===== config.mk =====
export PLATFORM = sky130hd
export DESIGN_NAME = clipped_rect_pixel_convert_blit_top
export DESIGN_NICKNAME = d
export VERILOG_FILES = /design/src/rtl/crpcb_pkg.sv /design/src/rtl/crpcb_front.sv /design/src/rtl/crpcb_queue.sv /design/src/rtl/crpcb_back.sv /design/src/rtl/clipped_rect_pixel_convert_blit_top.sv
export SDC_FILE = /design/constraint.sdc
export NUM_CORES = 1
export LEC_CHECK = 0
export BUFFER_PORTS_ARGS = -buffer_cell sky130_fd_sc_hd__buf_2
export CAP_MARGIN = 20
export CORE_MARGIN = 2
export CORE_UTILIZATION = 25
export DETAILED_ROUTE_END_ITERATION = 7
export PLACE_DENSITY_LB_ADDON = 0.3
export SLEW_MARGIN = 40
export SYNTH_ARGS = -nofsm -noshare
export SYNTH_HDL_FRONTEND = slang
export SYNTH_HIERARCHICAL = 1
export SYNTH_SLANG_ARGS = --single-unit
export TNS_END_PERCENT = 50

===== constraint.sdc =====
create_clock -name i_clk -period 7.7 [get_ports i_clk]
set_input_delay 0.77 -clock i_clk [delete_from_list [all_inputs] [get_ports i_clk]]
set_output_delay 0.77 -clock i_clk [all_outputs]
set_load 0.02 [all_outputs]

===== src/rtl/crpcb_pkg.sv =====
// Shared types, constants and the pixel conversion for the clipped blit.
// No dependencies; every module of the block imports this package.
`default_nettype none
package crpcb_pkg;

    localparam logic OP_HEADER  = 1'b0;
    localparam logic OP_PIXEL   = 1'b1;
    localparam logic KIND_WRITE = 1'b0;
    localparam logic KIND_DIRTY = 1'b1;

    localparam logic [1:0] REG_CROP_WIDTH    = 2'd0;
    localparam logic [1:0] REG_CROP_HEIGHT   = 2'd1;
    localparam logic [1:0] REG_CANVAS_WIDTH  = 2'd2;
    localparam logic [1:0] REG_CANVAS_HEIGHT = 2'd3;

    localparam int unsigned QDEPTH = 4;
    localparam int unsigned QPTR_W = 2;

    typedef struct packed {
        logic               opcode;
        logic signed [11:0] rect_x;
        logic signed [11:0] rect_y;
        logic [11:0]        rect_w;
        logic [11:0]        rect_h;
        logic [31:0]        pixel_bgrx;
    } t_in;

    typedef struct packed {
        logic        kind;
        logic [20:0] byte_address;
        logic [15:0] pixel_rgb555;
        logic [9:0]  dirty_top;
        logic [10:0] dirty_left;
        logic [9:0]  dirty_bottom;
        logic [10:0] dirty_right;
        logic [31:0] frame_sequence;
        logic        last;
    } t_out;

    typedef struct packed {
        logic [10:0] crop_width;
        logic [9:0]  crop_height;
        logic [11:0] canvas_width;
        logic [11:0] canvas_height;
    } t_cfg;

    // queued work for the back end: a pixel write, a dirty summary, or both
    typedef struct packed {
        logic        wr;
        logic        dirty;
        logic [11:0] dx;
        logic [11:0] dy;
        logic [13:0] stride;
        logic [15:0] pix;
        logic [12:0] top;
        logic [12:0] left;
        logic [12:0] bottom;
        logic [12:0] right;
    } t_cmd;

    function automatic logic [15:0] to_rgb555_swapped(input logic [31:0] bgrx);
        logic [15:0] p;
        p = {1'b0, bgrx[23:19], bgrx[15:11], bgrx[7:3]};
        return {p[7:0], p[15:8]};
    endfunction

endpackage
`default_nettype wire


===== src/rtl/crpcb_front.sv =====
// Front end: takes headers and pixels, clips, tracks position, queues work.
// Depends on crpcb_pkg.
`default_nettype none
module crpcb_front #(
    parameter int unsigned MAX_WIDTH  = 1024,
    parameter int unsigned MAX_HEIGHT = 768
) (
    input  wire                 i_clk,
    input  wire                 i_rst_n,
    input  crpcb_pkg::t_cfg     i_cfg,
    input  wire                 i_in_valid,
    output logic                o_in_ready,
    input  crpcb_pkg::t_in      i_in_data,
    input  wire                 i_full,
    output logic                o_push,
    output crpcb_pkg::t_cmd     o_cmd
);
    import crpcb_pkg::*;

    localparam logic [12:0] MAX_W13 = 13'(MAX_WIDTH);
    localparam logic [12:0] MAX_H13 = 13'(MAX_HEIGHT);

    logic [11:0]        r_src_w, r_src_h, r_col, r_row;
    logic signed [11:0] r_x, r_y;
    logic [12:0]        r_left, r_top, r_right, r_bottom;
    logic [13:0]        r_stride;
    logic               r_nz;

    logic               accept, is_hdr, active, col_last, done, in_x, in_y, wr, dirty;
    logic               use_canvas, h_nz;
    logic [11:0]        cw_sel, ch_sel;
    logic [12:0]        cw13, ch13, col_inc, row_inc;
    logic signed [13:0] hx, hy, hr, hb, hrc, hbc, hl, ht, cws, chs, px, py;

    assign o_in_ready = !i_full;
    assign accept     = i_in_valid && o_in_ready;
    assign is_hdr     = (i_in_data.opcode == OP_HEADER);

    // header clipping
    always_comb begin
        use_canvas = (i_cfg.crop_width == 11'd0) || (i_cfg.crop_height == 10'd0);
        cw_sel = use_canvas ? i_cfg.canvas_width  : {1'b0, i_cfg.crop_width};
        ch_sel = use_canvas ? i_cfg.canvas_height : {2'b00, i_cfg.crop_height};
        cw13 = ({1'b0, cw_sel} > MAX_W13) ? MAX_W13 : {1'b0, cw_sel};
        ch13 = ({1'b0, ch_sel} > MAX_H13) ? MAX_H13 : {1'b0, ch_sel};
        cws  = $signed({1'b0, cw13});
        chs  = $signed({1'b0, ch13});
        hx   = {{2{i_in_data.rect_x[11]}}, i_in_data.rect_x};
        hy   = {{2{i_in_data.rect_y[11]}}, i_in_data.rect_y};
        hr   = hx + $signed({2'b00, i_in_data.rect_w});
        hb   = hy + $signed({2'b00, i_in_data.rect_h});
        hrc  = (hr > cws) ? cws : hr;
        hbc  = (hb > chs) ? chs : hb;
        hl   = hx[13] ? 14'sd0 : hx;
        ht   = hy[13] ? 14'sd0 : hy;
        h_nz = (hrc > hl) && (hbc > ht);
    end

    // pixel tracking; destination = rect origin + source position
    always_comb begin
        active   = (r_src_w != 12'd0) && (r_src_h != 12'd0) && (r_row < r_src_h);
        col_inc  = {1'b0, r_col} + 13'd1;
        row_inc  = {1'b0, r_row} + 13'd1;
        col_last = (col_inc >= {1'b0, r_src_w});
        done     = col_last && (row_inc >= {1'b0, r_src_h});
        px       = {{2{r_x[11]}}, r_x} + $signed({2'b00, r_col});
        py       = {{2{r_y[11]}}, r_y} + $signed({2'b00, r_row});
        in_x     = (px >= $signed({1'b0, r_left})) && (px < $signed({1'b0, r_right}));
        in_y     = (py >= $signed({1'b0, r_top}))  && (py < $signed({1'b0, r_bottom}));
        wr       = in_x && in_y;
        dirty    = done && r_nz;
    end

    assign o_push = accept && !is_hdr && active && (wr || dirty);

    always_comb begin
        o_cmd.wr     = wr;
        o_cmd.dirty  = dirty;
        o_cmd.dx     = px[11:0];
        o_cmd.dy     = py[11:0];
        o_cmd.stride = r_stride;
        o_cmd.pix    = to_rgb555_swapped(i_in_data.pixel_bgrx);
        o_cmd.top    = r_top;
        o_cmd.left   = r_left;
        o_cmd.bottom = r_bottom;
        o_cmd.right  = r_right;
    end

    always_ff @(posedge i_clk) begin
        if (!i_rst_n) begin
            r_src_w <= '0;
            r_src_h <= '0;
            r_col   <= '0;
            r_row   <= '0;
            r_nz    <= 1'b0;
        end else if (accept && is_hdr) begin
            r_src_w <= i_in_data.rect_w;
            r_src_h <= i_in_data.rect_h;
            r_col   <= '0;
            r_row   <= '0;
            r_nz    <= h_nz;
        end else if (accept && active) begin
            r_col <= col_last ? 12'd0 : col_inc[11:0];
            r_row <= col_last ? row_inc[11:0] : r_row;
        end
    end

    always_ff @(posedge i_clk) begin
        if (accept && is_hdr) begin
            r_x      <= i_in_data.rect_x;
            r_y      <= i_in_data.rect_y;
            r_stride <= {cw13, 1'b0};
            r_left   <= h_nz ? hl[12:0]  : 13'd0;
            r_top    <= h_nz ? ht[12:0]  : 13'd0;
            r_right  <= h_nz ? hrc[12:0] : 13'd0;
            r_bottom <= h_nz ? hbc[12:0] : 13'd0;
        end
    end

endmodule
`default_nettype wire


===== src/rtl/crpcb_queue.sv =====
// Small register queue between the front and back ends.
// Depends on crpcb_pkg.
`default_nettype none
module crpcb_queue (
    input  wire             i_clk,
    input  wire             i_rst_n,
    input  wire             i_push,
    input  crpcb_pkg::t_cmd i_cmd,
    output logic            o_full,
    output logic            o_valid,
    input  wire             i_pop,
    output crpcb_pkg::t_cmd o_cmd
);
    import crpcb_pkg::*;

    t_cmd              r_mem [QDEPTH];
    logic [QPTR_W-1:0] r_wr_ptr, r_rd_ptr;
    logic [QPTR_W:0]   r_count;
    logic              pop;

    assign o_full  = (r_count == (QPTR_W+1)'(QDEPTH));
    assign o_valid = (r_count != '0);
    assign o_cmd   = r_mem[r_rd_ptr];
    assign pop     = i_pop && o_valid;

    always_ff @(posedge i_clk) begin
        if (i_push) begin
            r_mem[r_wr_ptr] <= i_cmd;
        end
    end

    always_ff @(posedge i_clk) begin
        if (!i_rst_n) begin
            r_wr_ptr <= '0;
            r_rd_ptr <= '0;
            r_count  <= '0;
        end else begin
            if (i_push) r_wr_ptr <= r_wr_ptr + 1'b1;
            if (pop)    r_rd_ptr <= r_rd_ptr + 1'b1;
            if (i_push && !pop)      r_count <= r_count + 1'b1;
            else if (!i_push && pop) r_count <= r_count - 1'b1;
        end
    end

    a_no_overflow: assert property (@(posedge i_clk) disable iff (!i_rst_n)
        i_push |-> (r_count < (QPTR_W+1)'(QDEPTH)))
        else $error("queue push while full");

    a_count_track: assert property (@(posedge i_clk) disable iff (!i_rst_n)
        (i_push && !pop) |=> (r_count == $past(r_count) + 1'b1))
        else $error("queue count lost a push");

endmodule
`default_nettype wire


===== src/rtl/crpcb_back.sv =====
// Back end: address multiply, splits write and dirty results, output register.
// Depends on crpcb_pkg.
`default_nettype none
module crpcb_back (
    input  wire             i_clk,
    input  wire             i_rst_n,
    input  wire             i_q_valid,
    output logic            o_q_pop,
    input  crpcb_pkg::t_cmd i_cmd,
    output logic            o_out_valid,
    input  wire             i_out_ready,
    output crpcb_pkg::t_out o_out_data
);
    import crpcb_pkg::*;

    logic        r_m_valid;
    t_cmd        r_m_cmd;
    logic [20:0] r_m_prod;
    logic [31:0] r_seq;
    logic        r_o_valid;
    t_out        r_o_data;

    logic        o_adv, emit, m_final;
    logic [25:0] prod;
    t_out        res;

    assign o_adv   = !r_o_valid || i_out_ready;
    assign emit    = o_adv && r_m_valid;
    assign m_final = !(r_m_cmd.wr && r_m_cmd.dirty);
    assign o_q_pop = i_q_valid && (!r_m_valid || (emit && m_final));
    assign prod    = i_cmd.dy * i_cmd.stride;

    always_comb begin
        res = '0;
        if (r_m_cmd.wr) begin
            res.kind         = KIND_WRITE;
            res.byte_address = r_m_prod + {8'd0, r_m_cmd.dx, 1'b0};
            res.pixel_rgb555 = r_m_cmd.pix;
            res.last         = !r_m_cmd.dirty;
        end else begin
            res.kind           = KIND_DIRTY;
            res.dirty_top      = r_m_cmd.top[9:0];
            res.dirty_left     = r_m_cmd.left[10:0];
            res.dirty_bottom   = r_m_cmd.bottom[9:0];
            res.dirty_right    = r_m_cmd.right[10:0];
            res.frame_sequence = r_seq + 32'd1;
            res.last           = 1'b1;
        end
    end

    always_ff @(posedge i_clk) begin
        if (!i_rst_n) begin
            r_m_valid <= 1'b0;
            r_o_valid <= 1'b0;
            r_seq     <= '0;
        end else begin
            if (emit && m_final) r_m_valid <= 1'b0;
            if (o_q_pop)         r_m_valid <= 1'b1;
            if (o_adv)           r_o_valid <= r_m_valid;
            if (emit && !r_m_cmd.wr) r_seq <= r_seq + 32'd1;
        end
    end

    always_ff @(posedge i_clk) begin
        if (o_q_pop) begin
            r_m_cmd  <= i_cmd;
            r_m_prod <= prod[20:0];
        end else if (emit && !m_final) begin
            r_m_cmd.wr <= 1'b0;
        end
        if (emit) r_o_data <= res;
    end

    assign o_out_valid = r_o_valid;
    assign o_out_data  = r_o_data;

    a_dirty_last: assert property (@(posedge i_clk) disable iff (!i_rst_n)
        (r_o_valid && r_o_data.kind == KIND_DIRTY) |-> r_o_data.last)
        else $error("dirty result not marked last");

    a_seq_match: assert property (@(posedge i_clk) disable iff (!i_rst_n)
        (r_o_valid && r_o_data.kind == KIND_DIRTY) |-> (r_o_data.frame_sequence == r_seq))
        else $error("frame sequence out of step");

    a_pending_dirty: assert property (@(posedge i_clk) disable iff (!i_rst_n)
        (r_o_valid && r_o_data.kind == KIND_WRITE && !r_o_data.last)
            |-> (r_m_valid && !r_m_cmd.wr && r_m_cmd.dirty))
        else $error("write without last has no dirty result pending");

endmodule
`default_nettype wire


===== src/rtl/clipped_rect_pixel_convert_blit_top.sv =====
// Clipped rectangle blit, BGRX8888 to byte-swapped RGB555: top level.
// Holds the configuration registers; depends on crpcb_pkg, crpcb_front,
// crpcb_queue and crpcb_back.
//
// Accepts one header or source pixel per cycle while the queue is not full
// and delivers one result per cycle while the receiver is ready. A pixel
// result passes the queue entry, address multiply stage and output register.
// The final pixel of a rectangle with a non-empty clip gives a dirty summary,
// after a write if that pixel is in the clip; a four-entry queue absorbs that
// and short output stalls. Configuration changes apply at the next header.
`default_nettype none
module clipped_rect_pixel_convert_blit_top #(
    parameter int unsigned MAX_WIDTH  = 1024,
    parameter int unsigned MAX_HEIGHT = 768
) (
    input  wire             i_clk,
    input  wire             i_rst_n,
    input  wire             psel,
    input  wire             penable,
    input  wire             pwrite,
    input  wire [3:0]       paddr,
    input  wire [31:0]      pwdata,
    output logic [31:0]     prdata,
    output logic            pready,
    input  wire             i_in_valid,
    output logic            o_in_ready,
    input  crpcb_pkg::t_in  i_in_data,
    output logic            o_out_valid,
    input  wire             i_out_ready,
    output crpcb_pkg::t_out o_out_data
);
    import crpcb_pkg::*;

    t_cfg r_cfg;
    logic q_full, q_push, q_valid, q_pop;
    t_cmd f_cmd, q_cmd;

    assign pready = 1'b1;

    always_ff @(posedge i_clk) begin
        if (!i_rst_n) begin
            r_cfg.crop_width    <= 11'd0;
            r_cfg.crop_height   <= 10'd0;
            r_cfg.canvas_width  <= 12'd1024;
            r_cfg.canvas_height <= 12'd768;
        end else if (psel && penable && pwrite && pready) begin
            unique case (paddr[3:2])
                REG_CROP_WIDTH:    r_cfg.crop_width    <= pwdata[10:0];
                REG_CROP_HEIGHT:   r_cfg.crop_height   <= pwdata[9:0];
                REG_CANVAS_WIDTH:  r_cfg.canvas_width  <= pwdata[11:0];
                REG_CANVAS_HEIGHT: r_cfg.canvas_height <= pwdata[11:0];
                default: ;
            endcase
        end
    end

    always_comb begin
        unique case (paddr[3:2])
            REG_CROP_WIDTH:    prdata = {21'd0, r_cfg.crop_width};
            REG_CROP_HEIGHT:   prdata = {22'd0, r_cfg.crop_height};
            REG_CANVAS_WIDTH:  prdata = {20'd0, r_cfg.canvas_width};
            REG_CANVAS_HEIGHT: prdata = {20'd0, r_cfg.canvas_height};
            default:           prdata = '0;
        endcase
    end

    crpcb_front #(
        .MAX_WIDTH  (MAX_WIDTH),
        .MAX_HEIGHT (MAX_HEIGHT)
    ) u_front (
        .i_clk      (i_clk),
        .i_rst_n    (i_rst_n),
        .i_cfg      (r_cfg),
        .i_in_valid (i_in_valid),
        .o_in_ready (o_in_ready),
        .i_in_data  (i_in_data),
        .i_full     (q_full),
        .o_push     (q_push),
        .o_cmd      (f_cmd)
    );

    crpcb_queue u_queue (
        .i_clk   (i_clk),
        .i_rst_n (i_rst_n),
        .i_push  (q_push),
        .i_cmd   (f_cmd),
        .o_full  (q_full),
        .o_valid (q_valid),
        .i_pop   (q_pop),
        .o_cmd   (q_cmd)
    );

    crpcb_back u_back (
        .i_clk       (i_clk),
        .i_rst_n     (i_rst_n),
        .i_q_valid   (q_valid),
        .o_q_pop     (q_pop),
        .i_cmd       (q_cmd),
        .o_out_valid (o_out_valid),
        .i_out_ready (i_out_ready),
        .o_out_data  (o_out_data)
    );

endmodule
`default_nettype wire


==> impl_metrics.env <==
export IMPL_status="completed"
export IMPL_relSlewSlack=0.433
export IMPL_fin_tns_setup_ps=0
export IMPL_min_path_cells=1
export IMPL_cts_hold_buf=0
export IMPL_wire_per_inst_um=18.8
export IMPL_rrSetupSlack_ps=890
export IMPL_stdcell_count=5840
export IMPL_drv_cap=0
export IMPL_cp_max_fo=20
export IMPL_portBuffers=211
export IMPL_dieArea_um2=174000
export IMPL_die_w_um=417
export IMPL_ios=272
export IMPL_synthToLayoutAreaGrowth_pct=15.7
export IMPL_leakagePower_nw=18.4
export IMPL_drtIter0Drc=1566
export IMPL_place_inst=5667
export IMPL_ctsResizeCount=0
export IMPL_critPathLaunch="r_cfg[39]$_SDFFE_PN0P_"
export IMPL_clock_root_buffer="clkbuf_16"
export IMPL_r2r_start="r_cfg[39]$_SDFFE_PN0P_"
export IMPL_fillCellCount=17180
export IMPL_finalCritPeriodShare=0.885
export IMPL_grt_pass1_wl_um=166000
export IMPL_rsz0062_at_grt="false"
export IMPL_p_comb_frac=0.093
export IMPL_yosys_warnings=6
export IMPL_finalWeightedCongestion=0.832
export IMPL_path_cells="nor4_1 > nand4b_1 > buf_4 > o21a_1 > o2111ai_1 > nand3_1 > a21oi_1 > inv_1 > ha_1 > nand3_1 > or2_2 > o221ai_1 > a21boi_0 > mux2i_1 > and2_1 > mux2i_1 > ha_1 > and3_1 > a2111oi_0 > a21oi_1 > o211ai_1 > buf_4 > nor2_1"
export IMPL_powerDensity_nw_per_um2=207
export IMPL_clock_latency_ps=700
export IMPL_synth_area_um2=42600
export IMPL_p_seq_frac=0.477
export IMPL_dp_hpwl_um=78900
export IMPL_tightest_slew_ps=851
export IMPL_critPathCaptureType="flip-flop"
export IMPL_fp_coreArea_um2=169000
export IMPL_critical_path_class="reg2reg"
export IMPL_cts_tree="yes"
export IMPL_drive_above_1_share=0.156
export IMPL_pwr_share_clk=0.430
export IMPL_r2r_end="u_front/r_top[7]$_SDFFCE_PN0P_"
export IMPL_grt_ovfl_total=0
export IMPL_ant_nets=0
export IMPL_cp_slowest_cell="and2_1"
export IMPL_num_vias=25923
export IMPL_initial_core_util=0.252
export IMPL_avgSynthCellArea_um2=12.8
export IMPL_worst_ir_drop_vdd_uv=191
export IMPL_cp_data_arrival_time_ps=7240
export IMPL_grt_start_max_net_pins=88
export IMPL_cp_start_kind="flip-flop"
export IMPL_postCtsSetupRepairBufs=0
export IMPL_timing_fmax_ghz=0.147
export IMPL_nets=4027
export IMPL_skew_ps=46.9
export IMPL_antenna_found_initial=9
export IMPL_drc_errors=0
export IMPL_reg2reg_depth=23
export IMPL_cts_made_buffers=91
export IMPL_numClockSinks=819
export IMPL_drt_vias_per_instance=4.44
export IMPL_finalCriticalPeriod_ps=6810
export IMPL_finalWirelength_um=110000
export IMPL_grt_usage=0.126
export IMPL_p_int_mw=7.74
export IMPL_hold_viol=0
export IMPL_rows=151
export IMPL_fin_util=0.291
export IMPL_hold_path_class="in2reg"
export IMPL_dieHeight_um=417
export IMPL_drt_first_pass_iters=5
export IMPL_switching_power_mw=2.50
export IMPL_setup_viol=0
export IMPL_cp_data_required_time_ps=8130
export IMPL_total_power_mw=10.2
export IMPL_clkSlewWorstSetupHoldPaths_ps=60
export IMPL_crit_path_end="u_front/r_top[7]$_SDFFCE_PN0P_"
export IMPL_max_stage_delay_ps=550
export IMPL_swShare=0.244
export IMPL_htree_levels=3
export IMPL_cts_buffer_depth=3
export IMPL_grt_pass1_vias=26218
export IMPL_syn_inst=3320
export IMPL_whs_ps=293
export IMPL_report_final_slew_viol_count=0
power groups by stage:
stage / sequential (mW) / clock [mW] / combinational, mW
after floorplan: 4.96 / 0 / 0.665
after global placement: 4.97 / 0 / 0.949
after detailed placement: 4.97 / 0 / 0.955
after CTS: 4.88 / 4.55 / 0.961
after global routing: 4.88 / 4.73 / 1.07
final: 4.88 / 4.40 / 0.954
registers in the layout, summed over array words and instances (netlist names), 13 cells and up, named ones only:
register           flops
u_back/r_m_cmd        72
u_back/r_m_prod       21
u_front/r_bottom      13
r_cfg                 45
u_back/o_out_data    113
u_queue/r_mem        392
u_front/r_right       13
u_back/r_seq          32
how the worst min path moves through the flow:
| stage | slack, ps | end | startpoint |
|---|---|---|---|
| 6_report | 290 | u_queue/r_mem[2][64]$_DFFE_PP_ | i_in_data[7] |
| 3_5_place_dp | 480 | u_front/r_src_w[7]$_SDFFE_PN0P_ | u_front/r_src_w[7]$_SDFFE_PN0P_ |
| 5_1_grt | 250 | u_queue/r_mem[2][64]$_DFFE_PP_ | i_in_data[7] |
| 2_1_floorplan | 460 | u_front/r_src_h[10]$_SDFFE_PN0P_ | u_front/r_src_h[10]$_SDFFE_PN0P_ |
| 4_1_cts | 220 | u_queue/r_mem[2][64]$_DFFE_PP_ | i_in_data[7] |
| 3_3_place_gp | 480 | u_front/r_src_h[9]$_SDFFE_PN0P_ | u_front/r_src_h[9]$_SDFFE_PN0P_ |
cell usage in the layout, fill, tap and decap left out, types with 10 or more instances in the layout:
cell	n
clkinv_2	11
fa_1	118
a21oi_1	121
clkbuf_16	91
inv_1	285
edfxtp_1	682
or4_1	12
and3_1	20
o21ai_0	89
nand2b_1	37
nor2_1	146
ha_1	243
nor3b_1	10
clkinv_1	19
nor3_1	31
dfxtp_1	135
nand4_1	24
a211oi_1	21
or3_1	30
xnor2_1	75
o31ai_1	17
nand3_1	55
o21a_1	25
conb_1	30
buf_4	37
mux2i_1	68
buf_2	210
a21boi_0	40
mux4_2	108
nor2b_1	80
buf_12	10
clkbuf_1	17
a21o_1	43
mux2_2	12
and2_1	99
a22o_1	10
xor2_1	56
nand2_1	310
nor4_1	14
metal layers:
metal / up-vias / track usage / share of wire
li1: 12330 / - / -
met1: 12851 / 0.170 / 0.46
met2: 569 / 0.204 / 0.47
met3: 165 / 0.0237 / 0.047
met4: 8 / 0.0381 / 0.027
met5: - / 0 / 0.00048
cell type report:
cell class                      instances  area (um^2)  share of cell area
Clock inverter                         56          638              0.0129
Sequential cell                       819        23200               0.471
Multi-Input combinational cell       2082        17700               0.358
Timing Repair Buffer                  259         1550              0.0314
Clock buffer                          111         2380              0.0483
Antenna cell                            6         15.0            0.000304
Inverter                              289         1100              0.0222
Tap cell                             2218         2780              0.0562
per-stage QoR:
| stage | cell area [um^2] | worst slack [ps] |
|---|---|---|
| finish | 49300 | 889 |
| detailed placement | 46300 | 713 |
| global placement | 46200 | 714 |
| floorplan | 42700 | 1390 |
| global route | 49300 | 434 |
| CTS | 49300 | 914 |
worst max-delay path: cells and delay by family, from the launching register on:
family                     cells  cell delay, ps
adders and majority gates      2             620
and+or+nand+nor                8            2210
buffers and inverters          3             620
muxes                          2             660
DFF                            1             340
AOI/OAI and AO/OA              8            2070
No activity file was read; power rests on OpenSTA's default activity.
